### src/design/mie_pkg.sv
`default_nettype none

package mie_pkg;

    localparam int MEMORY_WORDS = 1024;
    localparam int ADDR_W       = $clog2(MEMORY_WORDS);
    localparam int WORD_W       = 64;
    localparam int ACT_W        = 2;
    localparam int NUM_OPS      = 8;
    localparam int OP_IDX_W     = $clog2(NUM_OPS);
    localparam int IN_W         = ((ACT_W + 2 * WORD_W + 7) / 8) * 8;
    localparam int OUT_W        = ((2 * WORD_W + 1 + 7) / 8) * 8;

    typedef logic [WORD_W-1:0]   t_word;
    typedef logic [ADDR_W-1:0]   t_addr;
    typedef logic [ACT_W-1:0]    t_action;
    typedef logic [OP_IDX_W-1:0] t_opsel;
    typedef logic [2:0]          t_rsel;
    typedef logic [2:0]          t_wdsel;
    typedef logic [2:0]          t_pcsel;

    localparam t_action ACT_WRITE  = 2'd0;
    localparam t_action ACT_READ   = 2'd1;
    localparam t_action ACT_EXEC   = 2'd2;
    localparam t_action ACT_SET_PC = 2'd3;

    localparam t_opsel OP_COPY = 3'd0;
    localparam t_opsel OP_NOT  = 3'd1;
    localparam t_opsel OP_OR   = 3'd2;
    localparam t_opsel OP_AND  = 3'd3;
    localparam t_opsel OP_JEQ  = 3'd4;
    localparam t_opsel OP_IDLE = 3'd5;
    localparam t_opsel OP_EXIT = 3'd6;
    localparam t_opsel OP_JEQI = 3'd7;

    localparam t_rsel RA_IN   = 3'd0;
    localparam t_rsel RA_PC   = 3'd1;
    localparam t_rsel RA_PC1  = 3'd2;
    localparam t_rsel RA_PC2  = 3'd3;
    localparam t_rsel RA_PC3  = 3'd4;
    localparam t_rsel RA_DOUT = 3'd5;

    localparam logic WA_IN   = 1'b0;
    localparam logic WA_DOUT = 1'b1;

    localparam t_wdsel WD_IN    = 3'd0;
    localparam t_wdsel WD_A     = 3'd1;
    localparam t_wdsel WD_NOT_A = 3'd2;
    localparam t_wdsel WD_OR    = 3'd3;
    localparam t_wdsel WD_AND   = 3'd4;

    localparam t_pcsel PC_IN    = 3'd0;
    localparam t_pcsel PC_PLUS1 = 3'd1;
    localparam t_pcsel PC_PLUS3 = 3'd2;
    localparam t_pcsel PC_PLUS4 = 3'd3;
    localparam t_pcsel PC_DOUT  = 3'd4;

    typedef struct packed {
        logic   latch_in;
        logic   rd_en;
        t_rsel  rd_sel;
        logic   wr_en;
        logic   wa_sel;
        t_wdsel wd_sel;
        logic   pc_en;
        t_pcsel pc_sel;
        logic   a_en;
        logic   b_en;
        logic   sel_en;
        logic   out_load;
    } t_cmd;

    typedef struct packed {
        t_action action;
        t_opsel  op_now;
        t_opsel  op_sel;
        logic    a_eq_b;
    } t_status;

endpackage

`default_nettype wire

### src/design/mie_ctrl.sv
`default_nettype none

module mie_ctrl (
    input  wire                 i_clk,
    input  wire                 i_rst_n,
    input  wire                 i_in_valid,
    output logic                o_in_ready,
    output logic                o_out_valid,
    input  wire                 i_out_ready,
    input  wire mie_pkg::t_status i_status,
    output mie_pkg::t_cmd       o_cmd
);
    import mie_pkg::*;

    localparam logic [3:0] S_IDLE     = 4'd0;
    localparam logic [3:0] S_DISPATCH = 4'd1;
    localparam logic [3:0] S_RDWAIT   = 4'd2;
    localparam logic [3:0] S_OP       = 4'd3;
    localparam logic [3:0] S_P1       = 4'd4;
    localparam logic [3:0] S_A        = 4'd5;
    localparam logic [3:0] S_P2       = 4'd6;
    localparam logic [3:0] S_B        = 4'd7;
    localparam logic [3:0] S_P3       = 4'd8;
    localparam logic [3:0] S_T        = 4'd9;
    localparam logic [3:0] S_DONE     = 4'd10;

    logic [3:0] r_state;
    logic [3:0] n_state;
    logic       r_out_valid;
    logic       n_out_valid;

    always_comb begin
        n_state      = r_state;
        o_cmd        = '0;
        o_cmd.rd_sel = RA_IN;
        o_cmd.wa_sel = WA_IN;
        o_cmd.wd_sel = WD_IN;
        o_cmd.pc_sel = PC_IN;
        case (r_state)
            S_IDLE: begin
                if (i_in_valid) begin
                    o_cmd.latch_in = 1'b1;
                    n_state        = S_DISPATCH;
                end
            end
            S_DISPATCH: begin
                case (i_status.action)
                    ACT_WRITE: begin
                        o_cmd.wr_en = 1'b1;
                        n_state     = S_DONE;
                    end
                    ACT_READ: begin
                        o_cmd.rd_en = 1'b1;
                        n_state     = S_RDWAIT;
                    end
                    ACT_EXEC: begin
                        o_cmd.rd_en  = 1'b1;
                        o_cmd.rd_sel = RA_PC;
                        n_state      = S_OP;
                    end
                    default: begin
                        o_cmd.pc_en = 1'b1;
                        n_state     = S_DONE;
                    end
                endcase
            end
            S_RDWAIT: begin
                n_state = S_DONE;
            end
            S_OP: begin
                o_cmd.sel_en = 1'b1;
                if (i_status.op_now == OP_IDLE) begin
                    o_cmd.pc_en  = 1'b1;
                    o_cmd.pc_sel = PC_PLUS1;
                    n_state      = S_DONE;
                end else if (i_status.op_now == OP_EXIT) begin
                    n_state = S_DONE;
                end else begin
                    o_cmd.rd_en  = 1'b1;
                    o_cmd.rd_sel = RA_PC1;
                    n_state      = S_P1;
                end
            end
            S_P1: begin
                o_cmd.rd_en  = 1'b1;
                o_cmd.rd_sel = RA_DOUT;
                n_state      = S_A;
            end
            S_A: begin
                o_cmd.a_en   = 1'b1;
                o_cmd.rd_en  = 1'b1;
                o_cmd.rd_sel = RA_PC2;
                n_state      = S_P2;
            end
            S_P2: begin
                if (i_status.op_sel == OP_COPY || i_status.op_sel == OP_NOT) begin
                    o_cmd.wr_en  = 1'b1;
                    o_cmd.wa_sel = WA_DOUT;
                    o_cmd.wd_sel = (i_status.op_sel == OP_NOT) ? WD_NOT_A : WD_A;
                    o_cmd.pc_en  = 1'b1;
                    o_cmd.pc_sel = PC_PLUS3;
                    n_state      = S_DONE;
                end else begin
                    o_cmd.rd_en  = 1'b1;
                    o_cmd.rd_sel = RA_DOUT;
                    n_state      = S_B;
                end
            end
            S_B: begin
                o_cmd.b_en   = 1'b1;
                o_cmd.rd_en  = 1'b1;
                o_cmd.rd_sel = RA_PC3;
                n_state      = S_P3;
            end
            S_P3: begin
                o_cmd.pc_en  = 1'b1;
                o_cmd.pc_sel = PC_PLUS4;
                n_state      = S_DONE;
                if (i_status.op_sel == OP_OR || i_status.op_sel == OP_AND) begin
                    o_cmd.wr_en  = 1'b1;
                    o_cmd.wa_sel = WA_DOUT;
                    o_cmd.wd_sel = (i_status.op_sel == OP_AND) ? WD_AND : WD_OR;
                end else if (i_status.a_eq_b) begin
                    if (i_status.op_sel == OP_JEQI) begin
                        o_cmd.pc_en  = 1'b0;
                        o_cmd.rd_en  = 1'b1;
                        o_cmd.rd_sel = RA_DOUT;
                        n_state      = S_T;
                    end else begin
                        o_cmd.pc_sel = PC_DOUT;
                    end
                end
            end
            S_T: begin
                o_cmd.pc_en  = 1'b1;
                o_cmd.pc_sel = PC_DOUT;
                n_state      = S_DONE;
            end
            S_DONE: begin
                if (!r_out_valid || i_out_ready) begin
                    o_cmd.out_load = 1'b1;
                    n_state        = S_IDLE;
                end
            end
            default: begin
                n_state = S_IDLE;
            end
        endcase
    end

    always_comb begin
        if (o_cmd.out_load) begin
            n_out_valid = 1'b1;
        end else if (i_out_ready) begin
            n_out_valid = 1'b0;
        end else begin
            n_out_valid = r_out_valid;
        end
    end

    always_ff @(posedge i_clk) begin
        if (!i_rst_n) begin
            r_state     <= S_IDLE;
            r_out_valid <= 1'b0;
        end else begin
            r_state     <= n_state;
            r_out_valid <= n_out_valid;
        end
    end

    assign o_in_ready  = (r_state == S_IDLE);
    assign o_out_valid = r_out_valid;

endmodule

`default_nettype wire

### config.mk
export PLATFORM = sky130hd
export DESIGN_NAME = mie_ctrl
export DESIGN_NICKNAME = d
export VERILOG_FILES = /design/src/design/mie_pkg.sv /design/src/design/mie_ctrl.sv
export SDC_FILE = /design/constraint.sdc
export NUM_CORES = 1
export LEC_CHECK = 0
export BUFFER_PORTS_ARGS = -buffer_cell sky130_fd_sc_hd__buf_2
export CORE_ASPECT_RATIO = 1.1
export CORE_MARGIN = 2
export CORE_UTILIZATION = 45
export CTS_CLUSTER_DIAMETER = 100
export CTS_CLUSTER_SIZE = 10
export DETAILED_ROUTE_END_ITERATION = 8
export PLACE_DENSITY = 0.78
export SETUP_SLACK_MARGIN = 0.3
export SYNTH_ARGS = -nofsm -noshare
export SYNTH_HDL_FRONTEND = slang
export SYNTH_SLANG_ARGS = --single-unit
### constraint.sdc
create_clock -name i_clk -period 1.9 [get_ports i_clk]
set_input_delay 0.19 -clock i_clk [delete_from_list [all_inputs] [get_ports i_clk]]
set_output_delay 0.19 -clock i_clk [all_outputs]
set_load 0.01 [all_outputs]
==> impl_metrics.csv, run 1 <==
group,metric,value,unit
synth,avgSynthCellArea,7.00,um^2
synth,synth_compound_area_share,24.5,%
final_layout,stdcell_area,0.00122,mm^2
clocking,worstSkewPairLatency,0.26,ns
synth,synthCells,99,
synth,yosysSeqAreaShare,14.4,%
outcome,status,"finished clean",
clocking,hold_buffers,0,
floorplanning,die_area,0.00187,mm^2
worst_setup_path,crit_start,"r_state[2]$_SDFFE_PN0P_",
worst_setup_path,path_delay_family,"simple AND/OR/NAND/NOR gates",
worst_setup_path,path_cells,"or2b_4 > o311a_1 > or2b_1 > buf_2",
worst_setup_path,arrival,1.62,ns
synth,synth_area,693,um^2
floorplanning,chipWidth,41.4,um
grt,grt_overflow_total,0,
min_path,hp-class,"in2reg",
floorplanning,initial_core_util,49.5,%
final_layout,fin_nets,169,
drt,drc,0,
clocking,ctsLongestPathBuffers,2,
placed_design,gp_congestion,0.809,
timing,post-route-period-util,95.2,%
power_and_ir_drop,p_leak,0.598,nW
final_layout,drive_gt1_share,57.9,%
drt,dr.pass1.iters,4,
timing,rsz0062_at_grt,"yes",
floorplanning,ioPinCount,33,
drt,drt-initial-drc-count,18,
final_layout,area_growth,75.8,%
timing,setup_viol,0,
drt,routedWlPerCell,18.1,um
synth,yosys.area_share.simple,44.6,%
worst_setup_path,worstSetupPathType,"reg2out",
synth,synth-adder-area-share,5.42,%
worst_setup_path,critPathCaptureType,"output pin",
timing,setup_tns,0,ns
clocking,numCtsBuffers,3,
clocking,clk_pin_slew,0.04,ns
power_and_ir_drop,ir_worst_vdd,1070,uV
timing,finalHoldViolCount,0,
grt,grt_use_met1,28.7,%
worst_setup_path,slowest_stage,"dfxtp_4",
final_layout,antenna_cells,0,
placed_design,place.port_buffers,32,
timing,worst_slew_pin_slew,0.350,ns
synth,yosysUniqueCellTypes,40,
placed_design,dpl-instance-area,875,um^2
grt,grt_max_degree,12,
timing,whs,0.247,ns
placed_design,placed_cells,145,
drt,drt_wl_total,3030,um
floorplanning,core_area,0.00140,mm^2
synth,synth_top_area_share,14.4,%
floorplanning,fp.dieH,45.2,um
grt,antenna_found_initial,0,
floorplanning,rows,14,
placed_design,dp_hpwl,1560,um
clocking,htree_levels,1,
worst_setup_path,cp_num_buf_inv,1,
synth,synth.area.mux_share,0,%
grt,use_met3,6.00,%
clocking,clock_sinks,5,
worst_setup_path,required,1.71,ns
grt,grt_pass1_vias,897,
synth,ys_warn_count,0,
drt,ant_nets,0,
grt,grt_pass1_wl,3860,um
synth,yosys.area_share.xor_xnor,2.53,%
worst_setup_path,r2r-start,"r_state[1]$_SDFFE_PN0P_",
clocking,cts-root-buf,"clkbuf_4",
timing,finClkSkew,0.0116,ns
synth,synth_top_family_by_area,"simple AND/OR/NAND/NOR gates",
synth,synthTopCellsByArea,"dfxtp_1 14%, a21oi_1 6.5%, ha_1 5.4%",
timing,slew-limit-headroom,76.4,%
drt,vias,1023,
synth,synth_area_leader_cell,"dfxtp_1",
grt,grt_util_all_layers,27.1,%
timing,fmax,553,MHz
grt,met2_usage,53.4,%
worst_setup_path,worst_path_largest_cell_delay,0.40,ns
synth,synthesis.nets,115,
clocking,cts_tree,"yes",
timing,min_period,1.81,ns
worst_setup_path,startpoint_type,"register",
grt,busiest_layer,"met2",
timing,slew_violations,0,
final_layout,fin_util,87.0,%
run,maxCapViolCount,0,
worst_setup_path,path_max_fanout,8,
power_and_ir_drop,p_per_area,1260,mW/mm^2
min_path,hold_start,"i_rst_n",
final_layout,final_cells,168,
drt,vias_per_cell,6.09,
worst_setup_path,worst-r2r-setup-slack,0.26,ns
synth,ys_seq_elements,5,
[kinds of logic after synthesis]
family	Yosys count
compound gates	26
flops	5
xor+xnor	2
simple gates	50
fa+ha+maj	3
buf+inv	13
[layer usage]
metal / part of all wire (%) / vias up
li1: - / 466
met1: 39 / 494
met2: 51 / 51
met3: 6.1 / 12
met4: 2.9 / 0
met5: 0 / -
[placed cells by master, fill, tap and decap left out, drive strengths merged]
master	instances
nand4b	1
dfxtp	5
nor4bb	1
or2b	2
xor2	2
nor3b	1
ha	3
and3	1
a21oi	9
nand3	3
nor4	2
nor4b	2
o21ai	6
buf	56
nor2b	6
or4	1
a31o	2
o41ai	1
clkbuf	4
and2	1
inv	6
and4bb	1
and3b	1
nand4	2
a21bo	1
o211ai	2
o21a	1
o311a	1
nand2	7
nor2	8
or3b	1
a31oi	2
nor3	4
nand2b	5
o221ai	1
[synth_stat cells]
cell type,instances
o211ai_2,1
buf_1,1
dfxtp_1,5
nor4b_1,1
nor2_1,8
nand2_1,7
or2b_1,2
nand2b_1,5
o311a_1,1
nor2b_1,6
nor3b_1,1
nor4b_2,1
and3_1,1
buf_2,5
nor3_1,3
a31o_2,1
and3b_1,1
inv_1,6
a31o_1,1
and4bb_2,1
a21bo_2,1
and2_1,1
xor2_1,2
ha_1,3
o221ai_1,1
or3b_2,1
or4_4,1
o211ai_1,1
nand4b_1,1
o41ai_1,1
nand4_1,2
a21oi_1,9
nand3_1,3
buf_4,1
o21a_1,1
o21ai_0,6
nor4bb_1,1
a31oi_1,2
nor4_1,2
nor3_2,1
[power by group]
group / switching [mW] / leakage (nW) / internal (mW)
sequential: 0.0867 / 0.0437 / 0.156
clock: 0.0543 / 0.0150 / 0.0801
combinational: 0.545 / 0.539 / 0.614
[through the flow]
| step | setup WS, ns | power (mW) |
|---|---|---|
| floorplan | 0.407 | 0.676 |
| global placement | 0.215 | 0.880 |
| detailed placement | 0.173 | 0.897 |
| CTS | 0.194 | 1.21 |
| global route | 0.0409 | 1.61 |
| finish | 0.0913 | 1.54 |
[final cells by class]
class	count	area (um^2)
clock buffer	4	26.3
fill	77	183
inverter	6	22.5
multi-input combinational	81	647
sequential	5	115
tap	16	20.0
timing repair buffer	56	388
[path summary, 6_finish.rpt]
path                                    to  depth (start not counted)
setup / recovery                 o_cmd[13]                          4
hold / removal    o_out_valid$_SDFFE_PN0P_                          2
setup reg to reg   r_state[1]$_SDFFE_PN0P_                          5
hold reg to reg    r_state[2]$_SDFFE_PN0P_                          3
[timing repair]
item	CTS	global route
gates cloned	0	0
gates resized for setup	23	22
buffers inserted	11	8
setup endpoints to repair	16	14
pin swaps	3	8
[sequential cells by signal, indices dropped and copies added (netlist names)]
| register | count |
|---|---|
| r_state | 4 |
| o_out_valid | 1 |
Power figures use the tool's default switching activity.
==> inputs of run 2 (changes only) <==
--- a/config.mk
+++ b/config.mk
@@ -13,6 +13,7 @@
 export CTS_CLUSTER_SIZE = 10
 export DETAILED_ROUTE_END_ITERATION = 8
 export PLACE_DENSITY = 0.78
+export REMOVE_ABC_BUFFERS = 1
 export SETUP_SLACK_MARGIN = 0.3
 export SYNTH_ARGS = -nofsm -noshare
 export SYNTH_HDL_FRONTEND = slang
==> run 2 against run 1 <==
  * Total power fell by 5.2%
  * Core utilization is 4.7 points lower
  * Global-route usage shrank 4.4 points
  * Maximum frequency increased by 2.6%
  * Via count shrank 4.4%
  * Hold slack improved by 0.023 ns
  * Die area did not move
  * Flip-flop and latch count unchanged
  * Wire length decreased by 15%
  * Count of clock-buffer cells in the layout unchanged
  * Largest cell class unchanged
==> impl_metrics.csv, run 2 (synthesis results as in run 1) <==
group,metric,value,unit
outcome,status,"finished clean",
grt,grt_pass1_wl,3340,um
floorplanning,core_area,0.00140,mm^2
clocking,htree_levels,1,
worst_setup_path,path_max_fanout,4,
drt,drc,0,
floorplanning,chipWidth,41.4,um
final_layout,antenna_cells,0,
worst_setup_path,required,1.71,ns
timing,rsz0062_at_grt,"yes",
clocking,worstSkewPairLatency,0.24,ns
final_layout,regMostFlops,"r_state",
timing,finalHoldViolCount,0,
grt,grt_util_all_layers,22.7,%
drt,routedWlPerCell,15.9,um
placed_design,gp_congestion,0.890,
timing,fin_ws,0.136,ns
timing,setup_tns,0,ns
worst_setup_path,startpoint_type,"register",
placed_design,dp_hpwl,1450,um
final_layout,final_cell_mix,"30 x buf_2, 12 x buf_4, 8 x a21oi_1, 7 x nor2_1, 7 x buf_6",
run,maxCapViolCount,0,
grt,grt_max_degree,16,
clocking,ctsLongestPathBuffers,2,
power_and_ir_drop,p_leak,0.554,nW
floorplanning,rows,14,
timing,worst_slew_pin_slew,0.337,ns
timing,min_period,1.76,ns
drt,vias,978,
clocking,numCtsBuffers,3,
drt,drt-initial-drc-count,36,
floorplanning,initial_core_util,49.5,%
final_layout,fillers,94,
worst_setup_path,worstSetupPathType,"reg2out",
floorplanning,die_area,0.00187,mm^2
final_layout,fin_nets,163,
placed_design,pre_cts_ws,0.185,ns
timing,slew-limit-headroom,77.3,%
grt,grt_overflow_total,0,
clocking,clock_sinks,5,
final_layout,drive_gt1_share,54.8,%
grt,grt_pass1_vias,764,
power_and_ir_drop,ir_worst_vdd,847,uV
clocking,cts-root-buf,"clkbuf_4",
drt,drt_wl_total,2580,um
final_layout,final_common_cell,"buf_2",
clocking,cts_tree,"yes",
floorplanning,ioPinCount,33,
final_layout,largest_register_ffs,4,
timing,finClkSkew,0.00372,ns
grt,antenna_found_initial,0,
worst_setup_path,worst-r2r-setup-slack,0.23,ns
drt,dr.pass1.iters,4,
timing,slew_violations,0,
drt,ant_nets,0,
min_path,hp-class,"in2reg",
placed_design,place.port_buffers,32,
drt,vias_per_cell,6.04,
floorplanning,fp.dieH,45.2,um
worst_setup_path,arrival,1.57,ns
placed_design,dpl-instance-area,875,um^2
final_layout,area_growth,66.2,%
clocking,clk_pin_slew,0.05,ns
final_layout,stdcell_area,0.00115,mm^2
worst_setup_path,critPathCaptureType,"output pin",
power_and_ir_drop,p_per_area,1260,mW/mm^2
timing,post-route-period-util,92.8,%
timing,fmax,567,MHz
timing,setup_viol,0,
## run 2: worst paths after layout
path	cells after the start	start	end
setup / recovery	5	r_state[3]$_SDFFE_PN0P_	o_cmd[17]
hold / removal	2	i_rst_n	o_out_valid$_SDFFE_PN0P_
setup reg to reg	6	r_state[3]$_SDFFE_PN0P_	r_state[1]$_SDFFE_PN0P_
hold reg to reg	2	o_out_valid$_SDFFE_PN0P_	o_out_valid$_SDFFE_PN0P_
## run 2: final cells by class
cell class / instances / area (um^2) / share of cell area, %
multi-input cells: 81 / 634 / 55.0
inverters: 6 / 22.5 / 1.95
well taps: 16 / 20.0 / 1.74
clock buffers: 4 / 26.3 / 2.28
flip-flops and latches: 5 / 115 / 9.99
repair buffers: 50 / 334 / 29.0
## run 2: per-stage QoR
stage / power (mW) / hold WS, ns / utilization (%) / std cells
after floorplan: 0.638 / 0.308 / - / 92
after global placement: 0.887 / 0.478 / 62.4 / 145
after detailed placement: 0.901 / 0.478 / 62.4 / 145
after CTS: 1.22 / 0.230 / 73.1 / 158
after global routing: 1.54 / 0.261 / 82.2 / 162
final: 1.46 / 0.270 / 82.2 / 162
## run 2: repair_timing
action                     in CTS  in global routing
setup endpoints to repair      17                 16
resized for setup              18                 20
hold buffers                    0                  0
pin swaps                       8                  5
setup buffers                   9                  4
## run 2: layer usage
metal	track usage [%]	vias up	wire [um]
li1	-	455	-
met1	27.9	457	1020
met2	42.5	56	1350
met3	2.40	10	162
met4	5.81	0	40
met5	0	-	0
## run 2: power breakdown
group	switching [mW]	leakage [nW]	internal (mW)
logic	0.519	0.496	0.574
clock network	0.0426	0.0150	0.0794
registers	0.0839	0.0437	0.156
## run 2: critical path, cell delays in order (launching register included)
cell and delay (ns):
dfxtp_4 0.36, buf_6 0.12, or4_4 0.55, inv_2 0.06
and2_1 0.11, buf_2 0.13
==> inputs of run 3 (changes only) <==
--- a/config.mk
+++ b/config.mk
@@ -7,13 +7,12 @@
 export LEC_CHECK = 0
 export BUFFER_PORTS_ARGS = -buffer_cell sky130_fd_sc_hd__buf_2
 export CORE_ASPECT_RATIO = 1.1
-export CORE_MARGIN = 2
+export CORE_MARGIN = 8
 export CORE_UTILIZATION = 45
 export CTS_CLUSTER_DIAMETER = 100
 export CTS_CLUSTER_SIZE = 10
 export DETAILED_ROUTE_END_ITERATION = 8
 export PLACE_DENSITY = 0.78
-export REMOVE_ABC_BUFFERS = 1
 export SETUP_SLACK_MARGIN = 0.3
 export SYNTH_ARGS = -nofsm -noshare
 export SYNTH_HDL_FRONTEND = slang
==> run 3 against run 2 <==
  * Combinational power is 25% higher
  * Count of clock-buffer cells in the layout did not move
  * Worst setup slack worse by 0.044 ns
  * Cell count up 8.6%
  * Wire length rose by 41%
  * Critical path type unchanged
==> impl_metrics.csv, run 3 (synthesis results as in run 1) <==
group,metric,value,unit
clocking,cts-root-buf,"clkbuf_4",
min_path,min_to,"o_out_valid$_SDFFE_PN0P_",
grt,use_met3,3.38,%
final_layout,final_cell_mix,"29 x buf_2, 22 x buf_4, 9 x buf_6",
power_and_ir_drop,ir_worst_vdd,838,uV
power_and_ir_drop,p_int,966,uW
placed_design,gp_congestion,0.898,
placed_design,place.port_buffers,32,
drt,ant_nets,0,
power_and_ir_drop,p_seq_share,13.8,%
final_layout,fin_nets,176,
drt,dr.pass1.iters,4,
worst_setup_path,critPathCaptureType,"output pin",
final_layout,area_growth,91.9,%
worst_setup_path,r2r_end,"r_state[1]$_SDFFE_PN0P_",
clocking,htree_levels,1,
floorplanning,initial_core_util,46.2,%
grt,grt_overflow_total,0,
min_path,worstHoldPathCells,2,
clocking,clock_sinks,5,
floorplanning,rows,15,
drt,vias,1106,
drt,drt_wl_total,3630,um
power_and_ir_drop,clkPwrFrac,7.9,%
grt,grt_use_met1,22.3,%
clocking,worstSkewPairLatency,0.26,ns
floorplanning,core_area,0.00150,mm^2
min_path,hp-class,"in2reg",
worst_setup_path,path_max_fanout,6,
grt,grt_util_all_layers,19.3,%
power_and_ir_drop,pwr-share-comb,78.3,%
final_layout,antenna_cells,0,
power_and_ir_drop,p_per_area,1310,mW/mm^2
timing,min_period,1.81,ns
worst_setup_path,arrival,1.62,ns
timing,worst_slew_pin_slew,0.423,ns
timing,post-route-period-util,95.1,%
final_layout,drive_gt1_share,64.8,%
final_layout,final_common_cell,"buf_2",
grt,antenna_found_initial,0,
power_and_ir_drop,p_leak,0.654,nW
final_layout,regMostFlops,"r_state",
power_and_ir_drop,netSwitchingPower,778,uW
worst_setup_path,r2r-start,"r_state[1]$_SDFFE_PN0P_",
worst_setup_path,required,1.71,ns
clocking,cts_tree,"yes",
final_layout,largest_register_ffs,4,
drt,drt-initial-drc-count,50,
drt,vias_per_cell,6.28,
final_layout,fin_util,88.6,%
clocking,numCtsBuffers,3,
timing,fmax,553,MHz
clocking,ctsLongestPathBuffers,2,
grt,busiest_layer,"met2",
timing,setup_tns,0,ns
clocking,hold_buffers,0,
outcome,status,"finished clean",
floorplanning,ioPinCount,33,
min_path,hold_start,"i_rst_n",
grt,grt_pass1_vias,1009,
worst_setup_path,worstSetupPathType,"reg2out",
timing,finalHoldViolCount,0,
drt,routedWlPerCell,20.6,um
grt,met2_usage,32.7,%
worst_setup_path,r2r_cells,6,
final_layout,fillers,77,
timing,slew-limit-headroom,71.5,%
run,maxCapViolCount,0,
worst_setup_path,startpoint_type,"register",
timing,setup_viol,0,
grt,grt_pass1_wl,4640,um
placed_design,dp_hpwl,1730,um
timing,slew_violations,0,
floorplanning,fp.dieH,57.2,um
grt,grt_max_degree,10,
timing,whs,0.233,ns
floorplanning,chipWidth,53.4,um
floorplanning,die_area,0.00305,mm^2
clocking,clk_pin_slew,0.05,ns
power_and_ir_drop,swShare,44.6,%
timing,rsz0062_at_grt,"yes",
timing,finClkSkew,0.00450,ns
worst_setup_path,worst-r2r-setup-slack,0.20,ns
drt,drc,0,
==> run 3: cell types whose count changed in the layout (fill, tap and decap cells not counted), sizes merged <==
cell | previous run | this run
clkbuf | 4 | 5
buf | 50 | 62
==> run 3: worst max-delay path, stage by stage (launching register included) <==
cell and delay, ns:
dfxtp_4 0.37, buf_8 0.14, nor4b_4 0.36, nor2b_4 0.23
nand2_1 0.06, o21ai_1 0.06, buf_2 0.14
==> run 3: per-stage QoR <==
stage	cells	setup WS, ns	power (mW)	instance area, um^2
finish	176	0.0922	1.74	1330
detailed placement	146	0.276	0.897	876
global placement	146	0.297	0.885	876
floorplan	99	0.407	0.676	693
CTS	170	0.160	1.37	1150
global route	176	0.00705	1.82	1330
==> run 3: area by class of cell <==
cell class	count	area (um^2)	share of cell area, %
flip-flops and latches	5	115	8.65
inverters	6	22.5	1.69
multi-input cells	81	698	52.5
clock buffers	4	26.3	1.98
repair buffers	63	447	33.6
well taps	17	21.3	1.60
==> run 3: how the worst max path moves through the flow <==
stage | from | end | slack, ns
after floorplan | r_state[3]$_SDFFE_PN0P_ | o_cmd[12] | 0.41
after global placement | r_state[0]$_SDFFE_PN0P_ | r_state[1]$_SDFFE_PN0P_ | 0.30
after detailed placement | r_state[0]$_SDFFE_PN0P_ | o_cmd[13] | 0.28
after CTS | r_state[1]$_SDFFE_PN0P_ | o_cmd[17] | 0.16
after global routing | r_state[0]$_SDFFE_PN0P_ | o_cmd[9] | 0.007
final | r_state[0]$_SDFFE_PN0P_ | o_cmd[9] | 0.09
==> run 3: routing by layer <==
layer | wire length [um] | vias to the layer above | share of wire (%)
li1 | - | 477 | -
met5 | 0 | - | 0
met3 | 319 | 21 | 8.8
met2 | 1800 | 92 | 50
met4 | 143 | 0 | 3.9
met1 | 1360 | 516 | 38
==> run 3: repair_timing <==
| action | CTS | global route |
|---|---|---|
| pin swaps | 9 | 7 |
| buffers inserted | 20 | 6 |
| setup endpoints to repair | 16 | 18 |
| gates resized for setup | 30 | 28 |
==> run 3: power groups by stage <==
stage / Sequential, mW / Clock, mW / Combinational [mW]
5_1_grt: 0.241 / 0.141 / 1.44
3_5_place_dp: 0.206 / 0 / 0.690
2_1_floorplan: 0.161 / 0 / 0.516
6_report: 0.241 / 0.139 / 1.36
3_3_place_gp: 0.204 / 0 / 0.681
4_1_cts: 0.217 / 0.136 / 1.02
